File: src/hdl/msc_pkg.sv
// ---------------------------------------------------------------------------
// Sample collector package
// Shared constants, codes and transaction types of the collector.
// ---------------------------------------------------------------------------
package msc_pkg;

   localparam int NUM_CHANNELS = 4;
   localparam int SAMPLE_BITS  = 10;

   localparam int CHAN_W   = 2;
   localparam int SAMPLE_W = 10;
   localparam int INDEX_W  = 16;
   localparam int CSR_W    = 16;
   localparam int CSR_IDX_W = 2;

   localparam logic [3:0] CHAN_ALL = 4'((1 << NUM_CHANNELS) - 1);
   localparam logic [SAMPLE_W-1:0] SAMPLE_MASK = SAMPLE_W'((1 << SAMPLE_BITS) - 1);
   localparam logic [SAMPLE_W-1:0] LOW_RES_MASK = SAMPLE_W'(8'hFF);

   localparam int QUEUE_DEPTH = 2;
   localparam int PTR_W = 1;
   localparam int CNT_W = 2;

   // request codes
   localparam logic REQ_START  = 1'b0;
   localparam logic REQ_STATUS = 1'b1;

   // result kinds
   typedef enum logic [1:0] {
      KIND_START      = 2'd0,
      KIND_STORED     = 2'd1,
      KIND_DROPPED    = 2'd2,
      KIND_UNEXPECTED = 2'd3
   } kind_type;

   // configuration register indexes
   typedef enum logic [CSR_IDX_W-1:0] {
      CSR_SAMPLE_COUNT = 2'd0,
      CSR_LOW_RES      = 2'd1,
      CSR_SW_TRIGGER   = 2'd2,
      CSR_CH_ENABLE    = 2'd3
   } csr_idx_type;

   // one queued job: a set of channels to report plus the end-of-item flags
   typedef struct packed {
      logic [3:0]                               flags;
      kind_type [3:0]                           kinds;
      logic [3:0][SAMPLE_W-1:0]                 values;
      logic [INDEX_W-1:0]                       index;
      logic                                     round_complete;
      logic                                     acq_done;
      logic                                     start_conv;
   } job_type;

   typedef struct packed {
      logic    valid;
      job_type job;
   } head_type;

endpackage

File: src/hdl/msc_front.sv
// ---------------------------------------------------------------------------
// Sample collector front end
// Holds configuration and arming state, classifies each request transaction
// and turns starts and armed status requests with a flag set into jobs for the back end.
// ---------------------------------------------------------------------------
module msc_front (
   input  logic                          clock,
   input  logic                          reset,
   input  logic                          csr_valid,
   output logic                          csr_ready,
   input  logic [msc_pkg::CSR_IDX_W-1:0] csr_index,
   input  logic [msc_pkg::CSR_W-1:0]     csr_data,
   input  logic                          req_valid,
   output logic                          req_ready,
   input  logic                          req_type,
   input  logic [3:0]                    req_eoc_bits,
   input  logic [msc_pkg::SAMPLE_W-1:0]  req_sample_ch0,
   input  logic [msc_pkg::SAMPLE_W-1:0]  req_sample_ch1,
   input  logic [msc_pkg::SAMPLE_W-1:0]  req_sample_ch2,
   input  logic [msc_pkg::SAMPLE_W-1:0]  req_sample_ch3,
   input  logic [3:0]                    req_buffer_present,
   input  logic                          queue_full,
   output logic                          push,
   output msc_pkg::job_type              push_job
);

   logic [msc_pkg::INDEX_W-1:0] sample_count_ff;
   logic                        low_res_ff;
   logic                        sw_trigger_ff;
   logic [3:0]                  ch_enable_ff;

   logic                        armed_ff, armed_in;
   logic [3:0]                  pending_ff, pending_in;
   logic [msc_pkg::INDEX_W-1:0] round_ff, round_in;

   logic [3:0][msc_pkg::SAMPLE_W-1:0] samples;
   logic [3:0]                  eoc;
   logic [3:0]                  pend_left;
   logic [msc_pkg::INDEX_W-1:0] round_next;
   logic                        round_done;
   logic                        count_hit;
   logic                        accept;
   logic                        is_start;
   logic                        status_go;
   logic [msc_pkg::SAMPLE_W-1:0] res_mask;

   assign csr_ready = 1'b1;
   assign req_ready = !queue_full;
   assign accept    = req_valid && req_ready;

   assign samples[0] = req_sample_ch0;
   assign samples[1] = req_sample_ch1;
   assign samples[2] = req_sample_ch2;
   assign samples[3] = req_sample_ch3;

   assign eoc        = req_eoc_bits & msc_pkg::CHAN_ALL;
   assign is_start   = (req_type == msc_pkg::REQ_START);
   assign status_go  = !is_start && armed_ff && (eoc != 4'd0);
   assign pend_left  = pending_ff & ~eoc;
   assign round_done = (pend_left == 4'd0);
   assign round_next = round_ff + 1'b1;
   assign count_hit  = (round_next == sample_count_ff);
   assign res_mask   = low_res_ff ? (msc_pkg::SAMPLE_MASK & msc_pkg::LOW_RES_MASK)
                                  : msc_pkg::SAMPLE_MASK;

   assign push = accept && (is_start || status_go);

   // job build
   always_comb begin
      push_job = '0;
      if (is_start) begin
         push_job.flags      = 4'b0001;
         for (int i = 0; i < 4; i++) begin
            push_job.kinds[i] = msc_pkg::KIND_START;
         end
         push_job.start_conv = sw_trigger_ff;
      end else begin
         push_job.flags = eoc;
         push_job.index = round_ff;
         for (int i = 0; i < 4; i++) begin
            if (pending_ff[i]) begin
               push_job.kinds[i]  = req_buffer_present[i] ? msc_pkg::KIND_STORED
                                                          : msc_pkg::KIND_DROPPED;
               push_job.values[i] = samples[i] & res_mask;
            end else begin
               push_job.kinds[i]  = msc_pkg::KIND_UNEXPECTED;
               push_job.values[i] = '0;
            end
         end
         push_job.round_complete = round_done;
         push_job.acq_done       = round_done && count_hit;
         push_job.start_conv     = round_done && !count_hit && sw_trigger_ff;
      end
   end

   // arming state update
   always_comb begin
      armed_in   = armed_ff;
      pending_in = pending_ff;
      round_in   = round_ff;
      if (accept && is_start) begin
         armed_in   = 1'b1;
         pending_in = ch_enable_ff & msc_pkg::CHAN_ALL;
         round_in   = '0;
      end else if (accept && status_go) begin
         if (round_done) begin
            pending_in = ch_enable_ff & msc_pkg::CHAN_ALL;
            round_in   = round_next;
            armed_in   = !count_hit;
         end else begin
            pending_in = pend_left;
         end
      end
   end

   always_ff @(posedge clock) begin
      if (reset) begin
         armed_ff   <= 1'b0;
         pending_ff <= '0;
         round_ff   <= '0;
      end else begin
         armed_ff   <= armed_in;
         pending_ff <= pending_in;
         round_ff   <= round_in;
      end
   end

   always_ff @(posedge clock) begin
      if (reset) begin
         sample_count_ff <= msc_pkg::INDEX_W'(1);
         low_res_ff      <= 1'b0;
         sw_trigger_ff   <= 1'b1;
         ch_enable_ff    <= 4'hF;
      end else if (csr_valid && csr_ready) begin
         unique case (msc_pkg::csr_idx_type'(csr_index))
            msc_pkg::CSR_SAMPLE_COUNT: sample_count_ff <= csr_data;
            msc_pkg::CSR_LOW_RES:      low_res_ff      <= csr_data[0];
            msc_pkg::CSR_SW_TRIGGER:   sw_trigger_ff   <= csr_data[0];
            msc_pkg::CSR_CH_ENABLE:    ch_enable_ff    <= csr_data[3:0];
         endcase
      end
   end

endmodule

File: src/hdl/msc_queue.sv
// ---------------------------------------------------------------------------
// Sample collector job queue
// Two-entry FIFO of jobs between front and back end.
// ---------------------------------------------------------------------------
module msc_queue (
   input  logic              clock,
   input  logic              reset,
   input  logic              push,
   input  msc_pkg::job_type  push_job,
   output logic              full,
   input  logic              pop,
   output msc_pkg::head_type head
);

   msc_pkg::job_type               slots_ff [msc_pkg::QUEUE_DEPTH];
   logic [msc_pkg::PTR_W-1:0]      wr_ptr_ff, wr_ptr_in;
   logic [msc_pkg::PTR_W-1:0]      rd_ptr_ff, rd_ptr_in;
   logic [msc_pkg::CNT_W-1:0]      count_ff, count_in;

   assign full       = (count_ff == msc_pkg::CNT_W'(msc_pkg::QUEUE_DEPTH));
   assign head.valid = (count_ff != '0);
   assign head.job   = slots_ff[rd_ptr_ff];

   always_comb begin
      wr_ptr_in = push ? wr_ptr_ff + 1'b1 : wr_ptr_ff;
      rd_ptr_in = pop  ? rd_ptr_ff + 1'b1 : rd_ptr_ff;
      count_in  = count_ff;
      if (push && !pop) begin
         count_in = count_ff + 1'b1;
      end else if (pop && !push) begin
         count_in = count_ff - 1'b1;
      end
   end

   always_ff @(posedge clock) begin
      if (reset) begin
         wr_ptr_ff <= '0;
         rd_ptr_ff <= '0;
         count_ff  <= '0;
      end else begin
         wr_ptr_ff <= wr_ptr_in;
         rd_ptr_ff <= rd_ptr_in;
         count_ff  <= count_in;
      end
   end

   always_ff @(posedge clock) begin
      if (push) begin
         slots_ff[wr_ptr_ff] <= push_job;
      end
   end

endmodule

File: src/hdl/msc_back.sv
// ---------------------------------------------------------------------------
// Sample collector back end
// Walks the flagged channels of the head job, lowest first, and emits one
// response transaction per cycle through an output register while rsp_ready allows.
// ---------------------------------------------------------------------------
module msc_back (
   input  logic                         clock,
   input  logic                         reset,
   input  msc_pkg::head_type            head,
   output logic                         pop,
   output logic                         rsp_valid,
   input  logic                         rsp_ready,
   output logic [1:0]                   rsp_result_kind,
   output logic [msc_pkg::CHAN_W-1:0]   rsp_channel,
   output logic [msc_pkg::SAMPLE_W-1:0] rsp_sample_value,
   output logic [msc_pkg::INDEX_W-1:0]  rsp_sample_index,
   output logic                         rsp_last,
   output logic                         rsp_round_complete,
   output logic                         rsp_acquisition_done,
   output logic                         rsp_start_conversion
);

   logic [3:0]                   used_ff, used_in;
   logic                         rsp_valid_ff, rsp_valid_in;
   logic [1:0]                   kind_ff;
   logic [msc_pkg::CHAN_W-1:0]   chan_ff;
   logic [msc_pkg::SAMPLE_W-1:0] value_ff;
   logic [msc_pkg::INDEX_W-1:0]  index_ff;
   logic                         last_ff, rcomp_ff, done_ff, start_ff;

   logic [3:0]                   remain;
   logic [3:0]                   sel_bit;
   logic [msc_pkg::CHAN_W-1:0]   sel_idx;
   logic                         slot_free;
   logic                         emit;
   logic                         is_last;

   assign remain    = head.job.flags & ~used_ff;
   assign slot_free = !rsp_valid_ff || rsp_ready;
   assign emit      = head.valid && slot_free;
   assign is_last   = ((remain & ~sel_bit) == 4'd0);
   assign pop       = emit && is_last;

   // lowest remaining channel
   always_comb begin
      sel_idx = '0;
      sel_bit = '0;
      for (int i = 3; i >= 0; i--) begin
         if (remain[i]) begin
            sel_idx = msc_pkg::CHAN_W'(i);
            sel_bit = 4'(1 << i);
         end
      end
   end

   always_comb begin
      used_in = used_ff;
      if (pop) begin
         used_in = '0;
      end else if (emit) begin
         used_in = used_ff | sel_bit;
      end
      rsp_valid_in = rsp_valid_ff;
      if (emit) begin
         rsp_valid_in = 1'b1;
      end else if (rsp_ready) begin
         rsp_valid_in = 1'b0;
      end
   end

   always_ff @(posedge clock) begin
      if (reset) begin
         used_ff      <= '0;
         rsp_valid_ff <= 1'b0;
      end else begin
         used_ff      <= used_in;
         rsp_valid_ff <= rsp_valid_in;
      end
   end

   always_ff @(posedge clock) begin
      if (emit) begin
         kind_ff  <= head.job.kinds[sel_idx];
         chan_ff  <= sel_idx;
         value_ff <= head.job.values[sel_idx];
         index_ff <= head.job.index;
         last_ff  <= is_last;
         rcomp_ff <= is_last && head.job.round_complete;
         done_ff  <= is_last && head.job.acq_done;
         start_ff <= is_last && head.job.start_conv;
      end
   end

   assign rsp_valid            = rsp_valid_ff;
   assign rsp_result_kind      = kind_ff;
   assign rsp_channel          = chan_ff;
   assign rsp_sample_value     = value_ff;
   assign rsp_sample_index     = index_ff;
   assign rsp_last             = last_ff;
   assign rsp_round_complete   = rcomp_ff;
   assign rsp_acquisition_done = done_ff;
   assign rsp_start_conversion = start_ff;

endmodule

File: src/hdl/multichannel_sample_collector.sv
// A taken request is queued as a job; its responses reach rsp_* via the output register.
// Throughput: one request per cycle at the front while the two-entry job queue has room;
// the back end sends one response per cycle while rsp_ready allows, so a request with n
// flagged channels (1 to 4) gives n responses, a start request one.
// Reset (synchronous, active high): disarmed, pending mask and round counter zero,
// registers at their defaults, job queue and output register empty.
// ---------------------------------------------------------------------------
// Multichannel sample collector
// Arms on a start transaction, collects per-channel samples from status
// transactions and reports each one as stored, dropped or unexpected.
// ---------------------------------------------------------------------------
module multichannel_sample_collector (
   input  logic                          clock,
   input  logic                          reset,
   // configuration write channel
   input  logic                          csr_valid,
   output logic                          csr_ready,
   input  logic [msc_pkg::CSR_IDX_W-1:0] csr_index,
   input  logic [msc_pkg::CSR_W-1:0]     csr_data,
   // request channel
   input  logic                          req_valid,
   output logic                          req_ready,
   input  logic                          req_type,
   input  logic [3:0]                    req_eoc_bits,
   input  logic [msc_pkg::SAMPLE_W-1:0]  req_sample_ch0,
   input  logic [msc_pkg::SAMPLE_W-1:0]  req_sample_ch1,
   input  logic [msc_pkg::SAMPLE_W-1:0]  req_sample_ch2,
   input  logic [msc_pkg::SAMPLE_W-1:0]  req_sample_ch3,
   input  logic [3:0]                    req_buffer_present,
   // response channel
   output logic                          rsp_valid,
   input  logic                          rsp_ready,
   output logic [1:0]                    rsp_result_kind,
   output logic [msc_pkg::CHAN_W-1:0]    rsp_channel,
   output logic [msc_pkg::SAMPLE_W-1:0]  rsp_sample_value,
   output logic [msc_pkg::INDEX_W-1:0]   rsp_sample_index,
   output logic                          rsp_last,
   output logic                          rsp_round_complete,
   output logic                          rsp_acquisition_done,
   output logic                          rsp_start_conversion
);

   // front -> queue
   logic              push;
   msc_pkg::job_type  push_job;
   logic              queue_full;
   // queue -> back
   msc_pkg::head_type head;
   logic              pop;

   // Front end: all arming state lives here and is updated the cycle a
   // request is taken, so the next request sees it right away. Status
   // transactions while disarmed, or with no flag on an existing channel,
   // are absorbed without a job.
   msc_front u_front (
      .clock              (clock),
      .reset              (reset),
      .csr_valid          (csr_valid),
      .csr_ready          (csr_ready),
      .csr_index          (csr_index),
      .csr_data           (csr_data),
      .req_valid          (req_valid),
      .req_ready          (req_ready),
      .req_type           (req_type),
      .req_eoc_bits       (req_eoc_bits),
      .req_sample_ch0     (req_sample_ch0),
      .req_sample_ch1     (req_sample_ch1),
      .req_sample_ch2     (req_sample_ch2),
      .req_sample_ch3     (req_sample_ch3),
      .req_buffer_present (req_buffer_present),
      .queue_full         (queue_full),
      .push               (push),
      .push_job           (push_job)
   );

   // Job queue: decouples request acceptance from response backpressure.
   msc_queue u_queue (
      .clock    (clock),
      .reset    (reset),
      .push     (push),
      .push_job (push_job),
      .full     (queue_full),
      .pop      (pop),
      .head     (head)
   );

   // Back end: one response per cycle while rsp_ready allows; the end-of-item
   // flags ride on the last response of each job only.
   msc_back u_back (
      .clock                (clock),
      .reset                (reset),
      .head                 (head),
      .pop                  (pop),
      .rsp_valid            (rsp_valid),
      .rsp_ready            (rsp_ready),
      .rsp_result_kind      (rsp_result_kind),
      .rsp_channel          (rsp_channel),
      .rsp_sample_value     (rsp_sample_value),
      .rsp_sample_index     (rsp_sample_index),
      .rsp_last             (rsp_last),
      .rsp_round_complete   (rsp_round_complete),
      .rsp_acquisition_done (rsp_acquisition_done),
      .rsp_start_conversion (rsp_start_conversion)
   );

endmodule

File: config.mk
export PLATFORM = sky130hd
export DESIGN_NAME = multichannel_sample_collector
export DESIGN_NICKNAME = d
export VERILOG_FILES = /design/src/hdl/msc_pkg.sv /design/src/hdl/msc_front.sv /design/src/hdl/msc_queue.sv /design/src/hdl/msc_back.sv /design/src/hdl/multichannel_sample_collector.sv
export SDC_FILE = /design/constraint.sdc
export NUM_CORES = 1
export LEC_CHECK = 0
export BUFFER_PORTS_ARGS = -buffer_cell sky130_fd_sc_hd__buf_4
export CAP_MARGIN = 20
export CORE_UTILIZATION = 40
export DETAILED_ROUTE_END_ITERATION = 7
export GPL_ROUTABILITY_DRIVEN = 1
export PLACE_DENSITY_LB_ADDON = 0.3
export SLEW_MARGIN = 40
export SYNTH_ARGS = -nofsm -noshare
export SYNTH_HDL_FRONTEND = slang
export SYNTH_SLANG_ARGS = --single-unit
File: constraint.sdc
create_clock -name clock -period 6.5 [get_ports clock]
set_clock_uncertainty 0.1 [all_clocks]
set_input_delay 0.325 -clock clock [delete_from_list [all_inputs] [get_ports clock]]
set_output_delay 0.325 -clock clock [all_outputs]
set_load 0.03 [all_outputs]
**Yosys cells after proc, flatten, opt, wreduce, memory -nomap -nowiden**

Memory sizes are Yosys's and may differ from the RTL's. A register that Yosys moved wholly into a read port is not among the register bits.
Index checks and enable logic that the tools add are counted.

- Equal/unequal tests: 5
- Reduce and logical (&&, ||, !) cells: 40
- Order comparisons: 1
- Muxes and demuxes: 42
- Bitwise gates (word level): 12
- $add $sub $neg: 5

Operators with widths:

| kind | number |
|---|---|
| two-way mux 10 bit | 6 |
| two-way mux 58 bit | 1 |
| bitwise AND 10 bit | 4 |
| two-way mux 2 bit | 15 |
| two-way mux 4 bit | 7 |
| binary-select mux 10 bit (select 2 bit) | 1 |
| adder 16 x 1 -> 16 bit (second input constant) | 1 |
| == test 16 bit | 1 |
| logical AND 1 bit | 16 |
| bitwise AND 4 bit | 3 |
| two-way mux 12 bit | 1 |
| NOT 4 bit | 3 |
| AND reduction 2 bit | 6 |
| two-way mux 1 bit | 10 |
| nonzero test 2 bit | 5 |
| logical NOT 4 bit | 2 |
| == test 2 bit (second input constant) | 3 |
| logical NOT 1 bit | 5 |
| binary-select mux 2 bit (select 2 bit) | 1 |
| bitwise OR 4 bit | 1 |
| nonzero test 4 bit | 1 |
| OR reduction 2 bit | 2 |
| < comparator 2 x 3 -> 1 bit (second input constant) | 1 |
| adder 1 bit (second input constant) | 2 |
| other kinds (6) | 7 |

- Register bits: 86
- Memories kept: 1
- RAM bits: 142
- Input port bits: 72
- Word-level logic and storage cells: 126

Memories:

| name | words | bits a word | read ports | clocked after memory_dff | write ports | line | RTL |
|---|---|---|---|---|---|---|---|
| u_queue.slots_ff | 2 | 71 | 1 | 1 | 1 | msc_queue.sv:15 | `msc_pkg::job_type slots_ff [msc_pkg::QUEUE_DEPTH];` |

**Depth between registers and ports, before layout**

Gate-level depths: netlist of run 1.

- Depth after elaboration: 13
- Gate-level depth with buffers: 11
- Depth with buffers taken out: 10

**Cells and area by module**

From an unflattened synthesis of run 1, not the netlist that was laid out.

- Cells, all modules: 746
- Area total of the unflattened synthesis: 10072.2 um^2

Modules (own cells, without submodules):

| module | times used | sequential area each (um^2) | cells an instance | area an instance (um^2) |
|---|---|---|---|---|
| msc_queue | 1 | 4364.2 | 243 | 5357.6 |
| msc_front | 1 | 860.8 | 394 | 2992.9 |
| msc_back | 1 | 1121.1 | 109 | 1721.7 |

**Least setup slack after synthesis of run 1**

No wires, ideal clock.

- Path kind: register to register
- Start point: register u_queue.count_ff[0] (netlist name)
- End point: memory u_queue.slots_ff[0][0] (netlist name), enable pin
- Data required time: 5.891 ns
- Arrival: 4.459 ns
- Buffers on the path: 0
- Period minus slack after synthesis: 5.068 ns
- Path slack: 1.432 ns
- Cell stages (with the launch flop): 5
- Library setup time: 0.509 ns
- Path through: dfxtp_1 nand2b_1 nand2_1 a21oi_1 nor2b_1

- Longest elaborated chain between the ends: 6

Ends and longest elaborated chain:

| item | line | RTL |
|---|---|---|
| from (decl) | msc_queue.sv:18 | `logic [msc_pkg::CNT_W-1:0] count_ff, count_in;` |
| from (signal assigned) | msc_queue.sv:43 | `count_ff <= count_in;` |
| == test 2 bit | msc_queue.sv:20 | `assign full = (count_ff == msc_pkg::CNT_W'(msc_pkg::QUEUE_DEPTH));` |
| logical NOT 1 bit | msc_front.sv:48 | `assign req_ready = !queue_full;` |
| via req_ready | multichannel_sample_collector.sv:22 | `output logic req_ready,` |
| logical AND 1 bit | msc_front.sv:49 | `assign accept = req_valid && req_ready;` |
| logical AND 1 bit | msc_front.sv:66 | `assign push = accept && (is_start \|\| status_go);` |
| via push | multichannel_sample_collector.sv:44 | `logic push;` |
| two-way mux 1 bit | msc_queue.sv:48 | `if (push) begin` |
| two-way mux 1 bit (not written as such) | msc_queue.sv:49 | `slots_ff[wr_ptr_ff] <= push_job;` |
| to (decl) | msc_queue.sv:15 |  |

The timed path passes the listed nets, and every way through them passes these cells.

==> results of run 1 <==
## synthesized netlist by cell type, drive strengths merged (7+ instances only)
master  count
inv        15
nand3       7
a21boi      9
and3       34
mux4       12
nand4      10
buf        16
mux2       64
o21ai      14
nor2       44
dfxtp      53
a21oi      27
and2       22
xor2       12
nor3       10
xnor2      24
nand2      52
mux2i      10
nor3b      10
or3         8
edfxtp    176
clkbuf     29
## sequential cells by signal, summed over array words and instances (netlist names), named ones only
name and flops:
u_back.used_ff 4, u_queue.slots_ff 142, u_back.rsp_last 1, u_queue.rd_ptr_ff 1, u_queue.wr_ptr_ff 1, u_back.rsp_valid 1, u_front.round_ff 16, u_back.rsp_sample_value 10
u_back.rsp_result_kind 2, u_front.pending_ff 4, u_back.rsp_sample_index 16, u_front.sample_count_ff 16, u_queue.count_ff 2, u_front.ch_enable_ff 4, u_back.rsp_channel 2, u_back.rsp_acquisition_done 1
u_back.rsp_start_conversion 1, u_back.rsp_round_complete 1, u_front.low_res_ff 1, u_front.sw_trigger_ff 1, u_front.armed_ff 1
## path summary, 6_finish.rpt
path	startpoint	endpoint	slack, ps	cells past startpoint
worst max-delay path	flip-flop	u_queue.count_ff[1]$_SDFFE_PP0P_	3450	9
worst min-delay path	req_sample_ch2[7]	u_queue.slots_ff[0][46]$_DFFE_PP_	50	2
worst max register to register	flip-flop	u_queue.count_ff[1]$_SDFFE_PP0P_	3450	9
worst min register to register	u_front.sample_count_ff[13]$_SDFFE_PP0P_	u_front.sample_count_ff[13]$_SDFFE_PP0P_	370	2
## what timing repair did
action | in CTS | in global routing
setup endpoints to repair | 0 | 0
endpoints found under the hold margin | 20 | 0
hold buffers | 18 | 0
## power by group through the flow
stage | sequential [mW] | clock [mW] | combinational (mW)
after global placement | 2.07 | 0 | 1.13
after floorplan | 2.21 | 0 | 0.624
after detailed placement | 2.07 | 0 | 1.16
final | 2.03 | 1.43 | 1.16
after CTS | 2.04 | 1.46 | 1.17
after global routing | 2.06 | 1.52 | 1.25
## cell families after synthesis
kind of cell | count (synthesis) | share of synthesized area, %
other | 1 | 0.0384
xor gates and xnor gates | 36 | 3.23
DFF | 229 | 65.0
AOI/OAI and AO/OA | 75 | 5.10
muxes | 86 | 11.2
adders and majority gates | 3 | 0.359
and+or+nand+nor | 225 | 12.4
buffers and inverters | 60 | 2.71
## layer usage
layer / wire (microns) / share of wire, % / vias to the layer above
met4: 352 / 1.7 / 0
li1: - / - / 2852
met3: 946 / 4.6 / 27
met1: 9580 / 47 / 2936
met2: 9490 / 47 / 125
met5: 0 / 0 / -
## final cells by class
type                    instances  area share (%)
flip-flops and latches        229            53.6
multi-input cells             426            26.7
repair buffers                130            8.78
clock buffers                  36            5.80
well taps                     319            3.37
clock inverters                 8            1.28
inverters                      15           0.475
diodes                          1          0.0211
## worst reg2reg max path, cell delays in order, from the launching register on
cell and delay [ps]:
dfxtp_4 720, mux2i_1 340, nor2_1 140, maj3_1 360, o22a_1 270, inv_1 150, nand2_1 80, ha_1 310
or3_1 380, a21oi_1 140
## per-stage QoR
step | utilization [%] | hold WS, ps | power, mW | cell area (sq um)
final | 50.1 | 46.9 | 4.62 | 11900
after CTS | 50.0 | 27.5 | 4.67 | 11900
after global placement | 45.6 | 352 | 3.20 | 10800
after floorplan | - | 336 | 2.84 | 9760
after detailed placement | 45.7 | 356 | 3.23 | 10800
after global routing | 50.1 | 45.5 | 4.83 | 11900
==> impl_results.md, run 1 <==
* Outcome: complete, no violations
* CTS Sinks at approximately 230
* Initial core utilization at 41.2%
* Placer Congestion at roughly 0.77
* Internal power at around 3.3 mW
* Register area share after synthesis at 65.0%
* HPWL after DPL at between 10000 and 15000 microns
* Non-filler cells in the finished layout at roughly 1.2k
* Post-CTS setup buffer count at 0
* CP Launch Type: flip-flop
* Busiest grt layer: met2
* DRT Wirelength at between 20000 and 25000 microns
* P&R area growth vs syn at 21.5%
* GR Overflow Total at 0
* Area of the multi-input gates at 0.00317 sq mm
* DRC Markers at 0
* Nets at 900
* Sequential share of power at 43.9%
* Fmax achieved at about 330 MHz
* RSZ-0062 raised after global routing: no
* Clock transition at path regs at around 60 ps
* Final worst-path cycle share at about 47%
* H-tree depth at 1
* PD cells at about 390 mW/mm^2
* CTS root buf: clkbuf_16
* CP Buf/Inv Count at 1
* Post-synth EDFFs at 176
* Die Area at 0.0250 sq mm
* Tightest Pin Transition at around 810 ps
* Core area at 0.0237 sq mm
* Skew-Pair Late Insertion Delay at approximately 520 ps
* Crit path kind: reg -> reg
* CTS max path bufs at 3
* Layout cell share with drive strength beyond 1 at 27.4%
* Crit Path Max Fanout at 35
* Crit path capture type: flip-flop
* Psw at approximately 1.3 mW
* Initial antenna violation count at 1
* Clock power share at 31.0%
* Yosys warns at 0
* Cell types occupying the most area after synthesis: edfxtp_1 (54%), dfxtp_1 (11%), mux2_2 (6.3%)
* Hold crit path type: in -> reg
* Post-synthesis cell type count at between 50 and 60
* Slowest cell on crit path: dfxtp_4
* Largest net degree at the start of global routing at 70
* Maximum vdd drop at 0.227 mV
* Commonest non-fill, non-tap cells in the layout: edfxtp_1 (176), buf_4 (111), mux2_2 (55)
* CTS tree: yes
* Post-Syn Instances at 715
* Number of global-route vias before repair at approximately 5.9k
* Pre-antenna DRT Iters at 4
* Grt met1 use at a little under a quarter
* CP peak stage delay at ~700 ps
* Routed vias/inst at a little over 5
* GRT Overall Usage at 16.8%
* Max-cap violations at 0
* CTS resizes at 0
* Arr. time, crit path at 3400 ps
* DR iter-0 viols at about 370
* Comb pwr share at 25.0%
* Num rows at 56
* CP delay by family, top: flip-flops
* Num CTS Buffers at 24
* Relative slew slack at a little under half
* GR Layer Usage met2 at a little over a quarter
* Port bufs at approximately 110
* Most common cell after layout, fill and taps aside: edfxtp_1
* Post-DR wirelength/cell at 17.5 microns
* Synthesized area at around 0.0098 sq mm
* Area leader, netlist: edfxtp_1
* Final hold vios at 0
* Via count at between 5k and 6k
* Pleak at 4.32 nW
* Synthesized net count at between 700 and 800
* Pins over their slew limit at 0
* Yosys reg bits at 229
* Cells after DPL at around 1.1k
* Global-route met3 utilization at 2.49%
* FILL cells at ~2.1k
* Tmin final at just over 3000 ps
* Total negative slack at 0 ps
* Worst Path Required at 6850 ps
* DP Worst Slack at 3040 ps
* Ys flop type: edfxtp_1
* Ys async rst share at 0%
* Die H at 158 microns
* IO Pins at 109
* Sw frac at around 29%
* Crit-path cells: mux2i_1 > nor2_1 > maj3_1 > o22a_1 > inv_1 > nand2_1 > ha_1 > or3_1 > a21oi_1
* Synth top area share at between 50% and 60%
* Final ANT Viol Nets at 0
* Die Wd at 158 microns
* Reg area at ~0.0063 sq mm
* Syn Area/Cell at approximately 14 sq um
* Final worst slack at roughly 3400 ps
* First-pass GRT wire length at 32300 microns
* Finish-stage setup viols at 0
No activity file was read; power rests on OpenSTA's default activity.
==> inputs of run 2 (changes only) <==
--- a/config.mk
+++ b/config.mk
@@ -5,6 +5,7 @@
 export SDC_FILE = /design/constraint.sdc
 export NUM_CORES = 1
 export LEC_CHECK = 0
+export ABC_AREA = 1
 export BUFFER_PORTS_ARGS = -buffer_cell sky130_fd_sc_hd__buf_4
 export CAP_MARGIN = 20
 export CORE_UTILIZATION = 40
==> constraint.sdc (replaced) <==
create_clock -name clock -period 2.8 [get_ports clock]
set_clock_uncertainty 0.1 [all_clocks]
set_input_delay 0.14 -clock clock [delete_from_list [all_inputs] [get_ports clock]]
set_output_delay 0.14 -clock clock [all_outputs]
set_load 0.03 [all_outputs]
==> impl_results.md, run 2 <==
* Largest net degree at the start of global routing at slightly above 70
* Skew-Pair Late Insertion Delay at roughly 530 ps
* Tmin final at ~2400 ps
* Crit-path cells: inv_1 > nand2_1 > nand2_1 > nor2_1 > o311ai_0 > inv_1 > nor2_1 > clkinv_1 > ha_1 > a21oi_1 > o21ai_0 > o21ai_0 > a21oi_1
* Initial antenna violation count at 0
* Post-DR wirelength/cell at between 15 and 20 microns
* Crit path kind: reg -> reg
* CTS tree: yes
* Routed vias/inst at ~4.8
* CP delay by family, top: simple AND/OR/NAND/NOR gates
* Final hold vios at 0
* Outcome: complete, no violations
* Die Area at 0.0255 sq mm
* Core area at ~0.024 sq mm
* Post-synth EDFFs at between 150 and 200
* Initial core utilization at 40.9%
* Yosys warns at 0
* Worst path depth at 13
* Placer Congestion at 0.853
* Hold Buf Count CTS at 77
* Tightest Pin Transition at just under 700 ps
* Area leader, netlist: edfxtp_1
* Final ANT Viol Nets at 0
* Yosys reg bits at between 200 and 250
* Maximum vdd drop at 0.574 mV
* CTS max path bufs at 3
* Cell types occupying the most area after synthesis: edfxtp_1 (53%), dfxtp_1 (11%), nand2_1 (10%)
* Max FFs per register at roughly 140
* Worst Path Required at 3120 ps
* GR Overflow Total at 0
* Relative slew slack at between 50 and 60%
* Post-CTS setup buffer count at 0
* DRC Markers at 0
* DR iter-0 viols at 511
* Num CTS Buffers at 25
* Pleak at 5.44 nW
* Final worst-path cycle share at between 80% and 90%
* Post-Syn Instances at between 1k and 1.5k
* Crit Path Max Fanout at 4
* Register area share after synthesis at 63.9%
* Syn Area/Cell at 9.68 sq um
* First-pass GRT wire length at around 38000 microns
* HPWL after DPL at 15300 microns
* Die Wd at 160 microns
* Pre-antenna DRT Iters at 5
* IO Pins at approximately 110
* Top cells by count, synth: nand2_1 (275), edfxtp_1 (176), inv_1 (109)
* Hold Path Cell Cnt at 5
* Psw at between 4 and 5 mW
* Arr. time, crit path at 2740 ps
* Synthesized net count at ~1.1k
* Tot Pwr at 12.1 mW
* Pins over their slew limit at 0
* Number of global-route vias before repair at 7389
* Ys flop type: edfxtp_1
* Commonest non-fill, non-tap cells in the layout: nand2_1 (275), edfxtp_1 (176), buf_4 (120)
* Sequential share of power at around two fifths
* Slowest cell on crit path: nor2_1
* Synth top area share at between 50% and 60%
* Comb pwr share at between 20% and 30%
* Most common cell after layout, fill and taps aside: nand2_1
* Ys async rst share at 0%
* CTS root buf: clkbuf_16
* Internal power at approximately 8.1 mW
* CP Buf/Inv Count at 3
* CP Launch Type: flip-flop
* Nets at 1290
* RSZ-0062 raised after global routing: no
* Num rows at 57
* Total negative slack at 0 ps
* Max-cap violations at 0
* P&R area growth vs syn at 29.7%
* Via count at about 7.5k
* Crit path capture type: flip-flop
* Most flops, register: u_queue.slots_ff
* Die H at 160 microns
* Post-synthesis cell type count at 48
* GRT Overall Usage at between 10% and 20%
* Finish-stage setup viols at 0
* CP peak stage delay at approximately 370 ps
* Clock power share at a little under a third
* H-tree depth at 1
* CTS resizes at 0
* Sw frac at roughly 33%
* Cells on worst reg2reg path at 13
* Port bufs at 107
* PD cells at 942 mW/mm^2
* CTS Sinks at 229
* Count leader, synth: nand2_1
* Clock transition at path regs at about 60 ps
* Hold crit path type: in -> reg
* Layout cell share with drive strength beyond 1 at ~16%
* Synthesized area at ~0.0099 sq mm
* Ant. Diodes at 0
* Fmax achieved at roughly 410 MHz
* DRT Wirelength at about 24000 microns
run 2: final timing paths:
path | from | to | slack, ps
hold reg to reg | u_front.sample_count_ff[15]$_SDFFE_PP0P_ | u_front.sample_count_ff[15]$_SDFFE_PP0P_ | 370
setup / recovery | u_queue.count_ff[0]$_SDFFE_PP0P_ | u_queue.count_ff[1]$_SDFFE_PP0P_ | 370
hold / removal | req_valid | u_front.armed_ff$_SDFFE_PP0P_ | 20
setup reg to reg | u_queue.count_ff[0]$_SDFFE_PP0P_ | u_queue.count_ff[1]$_SDFFE_PP0P_ | 370
run 2: final cells by class:
class | instances | area, sq um
sequential | 229 | 6350
multi-input combinational | 642 | 2990
fill | 2122 | 11400
inverter | 118 | 445
tap | 324 | 405
clock buffer | 29 | 671
timing repair buffer | 200 | 1730
clock inverter | 16 | 297
run 2: tightest hold or removal path: cells and delay by family:
family / cells / cell delay, ps
buffers and inverters: 1 / 120
AOI/OAI and AO/OA: 2 / 190
and+or+nand+nor: 2 / 160
run 2: power groups by stage:
stage / Combinational [mW] / Sequential, mW / Clock (mW)
after floorplan: 1.85 / 5.25 / 0
after global placement: 3.53 / 4.79 / 0
after detailed placement: 3.58 / 4.79 / 0
after CTS: 3.67 / 4.73 / 3.86
after global routing: 3.99 / 4.77 / 3.99
final: 3.62 / 4.72 / 3.80
run 2: logic make-up (layout without fill, tap and decap cells):
family                     Yosys count  in the layout  share of synthesized area (%)
and+or+nand+nor                    524            524                           22.9
AOI/OAI and AO/OA                  109            109                           5.94
DFF                                229            229                           63.9
adders and majority gates            2              2                          0.252
buffers and inverters              155            363                           6.27
other                                1              1                         0.0377
xor gates and xnor gates             6              6                          0.680
run 2: metal layers:
metal	GRT usage (%)	routed length, microns	vias up
li1	-	-	3813
met1	25.0	10500	3481
met2	32.1	11500	195
met3	2.58	1180	36
met4	4.76	387	0
met5	0	0	-
run 2: per-stage QoR:
step / instance area (sq um) / hold slack, ps / utilization, % / cells / setup WS [ps]
final: 12900 / 24.6 / 53.0 / 1558 / 374
after global routing: 12900 / 30.7 / 53.0 / 1558 / 168
after CTS: 12900 / 8.70 / 53.0 / 1558 / 395
after detailed placement: 11200 / 269 / 45.9 / 1436 / 401
after global placement: 11200 / 264 / 45.9 / 1436 / 468
after floorplan: 9950 / 166 / - / 1026 / 41.4
==> inputs of run 3 (changes only) <==
--- a/config.mk
+++ b/config.mk
@@ -9,6 +9,7 @@
 export BUFFER_PORTS_ARGS = -buffer_cell sky130_fd_sc_hd__buf_4
 export CAP_MARGIN = 20
 export CORE_UTILIZATION = 40
+export CTS_BUF_LIST = sky130_fd_sc_hd__clkbuf_16
 export DETAILED_ROUTE_END_ITERATION = 7
 export GPL_ROUTABILITY_DRIVEN = 1
 export PLACE_DENSITY_LB_ADDON = 0.3
==> impl_results.md, run 3 (synthesis gave the netlist of run 2 again) <==
* GR Overflow Total at 0
* Clock transition at path regs at approximately 60 ps
* Hold Buf Count CTS at 77
* P&R area growth vs syn at 29.4%
* Internal power at around 8 mW
* Comb pwr share at 30.0%
* Crit path kind: reg -> reg
* Tightest Pin Transition at 676 ps
* Via count at approximately 7.5k
* Die Area at 0.0255 sq mm
* CP Buf/Inv Count at 3
* Worst flop-to-flop path startpoint: u_queue.count_ff[0]$_SDFFE_PP0P_
* DP Worst Slack at between 400 and 500 ps
* Final worst slack at 374 ps
* Internal reg-to-reg setup slack at roughly 370 ps
* Initial core utilization at 40.9%
* Hold Path Cell Cnt at 3
* CTS Sinks at between 200 and 250
* Total negative slack at 0 ps
* CP Launch Type: flip-flop
* Ant. Diodes at 0
* Hold slack at between 20 and 30 ps
* DRT Wirelength at about 23000 microns
* RSZ-0062 raised after global routing: no
* PD cells at about 940 mW/mm^2
* Slowest cell on crit path: nor2_1
* Most flops, register: u_queue.slots_ff
* CTS resizes at 0
* Die H at about 160 microns
* Sw frac at between 30% and 40%
* Pins over their slew limit at 0
* HPWL after DPL at 15300 microns
* Finish-stage setup viols at 0
* Max FFs per register at around 140
* FILL cells at 2125
* CTS root buf: clkbuf_16
* Dpl cell area at between 0.01 and 0.015 sq mm
* CP startpoint: u_queue.count_ff[0]$_SDFFE_PP0P_
* CTS max path bufs at 3
* Nets at 1290
* Port bufs at between 100 and 150
* Fmax achieved at just over 400 MHz
* CTS tree: yes
* Tmin final at approximately 2400 ps
* Final ANT Viol Nets at 0
* Reg2Reg Capture Point: u_queue.count_ff[1]$_SDFFE_PP0P_
* Psw at a little over 4 mW
* Sequential share of power at 39.2%
* Max-cap violations at 0
* H-tree depth at 1
* Pre-antenna DRT Iters at 5
* Number of global-route vias before repair at 7378
* Layout cell share with drive strength beyond 1 at 15.9%
* Placer Congestion at 0.853
* Busiest grt layer: met2
* Final worst-path cycle share at ~87%
* Cells on worst reg2reg path at 13
* CP peak stage delay at between 300 and 400 ps
* Crit-path cells: inv_1 > nand2_1 > nand2_1 > nor2_1 > o311ai_0 > inv_1 > nor2_1 > clkinv_1 > ha_1 > a21oi_1 > o21ai_0 > o21ai_0 > a21oi_1
* Worst Path Required at roughly 3100 ps
* GR Layer Usage met2 at 32.1%
* Final hold vios at 0
* Global-route met3 utilization at under 10%
* Layout Cell Area excl Fill at 0.0129 sq mm
* Grt met1 use at around a quarter
* CP delay by family, top: simple AND/OR/NAND/NOR gates
* Crit path capture type: flip-flop
* Initial antenna violation count at 0
* Commonest non-fill, non-tap cells in the layout: nand2_1 (275), edfxtp_1 (176), buf_4 (120)
* Num rows at 57
* Maximum vdd drop at around 0.57 mV
* Hold crit path type: in -> reg
* Skew-Pair Late Insertion Delay at ~540 ps
* Crit Path Max Fanout at 4
* Core area at 0.0243 sq mm
* Outcome: complete, no violations
* Min-delay src: req_type
* First-pass GRT wire length at 37900 microns
* Num CTS Buffers at 25
* Die Wd at roughly 160 microns
* Pleak at 5.42 nW
* Clock power share at a little under a third
* Hold Path Sink: u_queue.slots_ff[0][70]$_DFFE_PP_
* Most common cell after layout, fill and taps aside: nand2_1
* DRC Markers at 0
* Relative slew slack at a little over half
* Routed vias/inst at roughly 4.8
* GRT Overall Usage at 18.7%
* Largest net degree at the start of global routing at 72
* Arr. time, crit path at around 2700 ps
* DR iter-0 viols at between 500 and 600
* IO Pins at ~110
* Post-CTS setup buffer count at 0
* Post-DR wirelength/cell at between 15 and 20 microns
run 3: cell count changes in the layout (fill, tap and decap cells not counted), sizes merged:
| cell | change |
|---|---|
| clkbuf | -4 |
| clkinv | +3 |
| inv | +1 |
run 3: layer usage:
metal  vias to the layer above  part of all wire [%]
met1                      3481                    45
met2                       186                    49
met4                         0                   1.6
li1                       3806                     -
met3                        36                   4.6
met5                         -                     0
run 3: stage by stage:
step / instances / power (mW) / utilization (%)
5_1_grt: 1558 / 12.7 / 52.9
3_3_place_gp: 1436 / 8.33 / 45.9
2_1_floorplan: 1026 / 7.10 / -
3_5_place_dp: 1436 / 8.37 / 45.9
4_1_cts: 1558 / 12.2 / 52.9
6_report: 1558 / 12.1 / 52.9
run 3: how the worst max path moves through the flow:
stage / to / slack (ps) / depth (start not counted)
floorplan: u_queue.count_ff[1]$_SDFFE_PP0P_ / 40 / 9
global placement: u_queue.count_ff[1]$_SDFFE_PP0P_ / 470 / 13
detailed placement: u_queue.count_ff[1]$_SDFFE_PP0P_ / 400 / 13
CTS: u_queue.count_ff[1]$_SDFFE_PP0P_ / 390 / 13
global route: u_queue.count_ff[1]$_SDFFE_PP0P_ / 170 / 13
finish: u_queue.count_ff[1]$_SDFFE_PP0P_ / 370 / 13
run 3: power groups by stage:
stage,logic [mW],clock network [mW],registers [mW]
6_report,3.62,3.71,4.72
5_1_grt,3.99,3.90,4.77
4_1_cts,3.67,3.77,4.73
3_5_place_dp,3.58,0,4.79
3_3_place_gp,3.53,0,4.79
2_1_floorplan,1.85,0,5.25
run 3: cell type report:
cell class	instances	area (sq um)	share of cell area [%]
clock buffers	25	626	4.86
clock inverters	20	312	2.42
inverters	118	445	3.46
multi-input cells	642	2990	23.3
flip-flops and latches	229	6350	49.4
well taps	324	405	3.15
repair buffers	200	1730	13.5
run 3: worst min-delay path, cell delays in order:
cell	delay (ps)
buf_4	220
nand2_1	90
inv_1	40
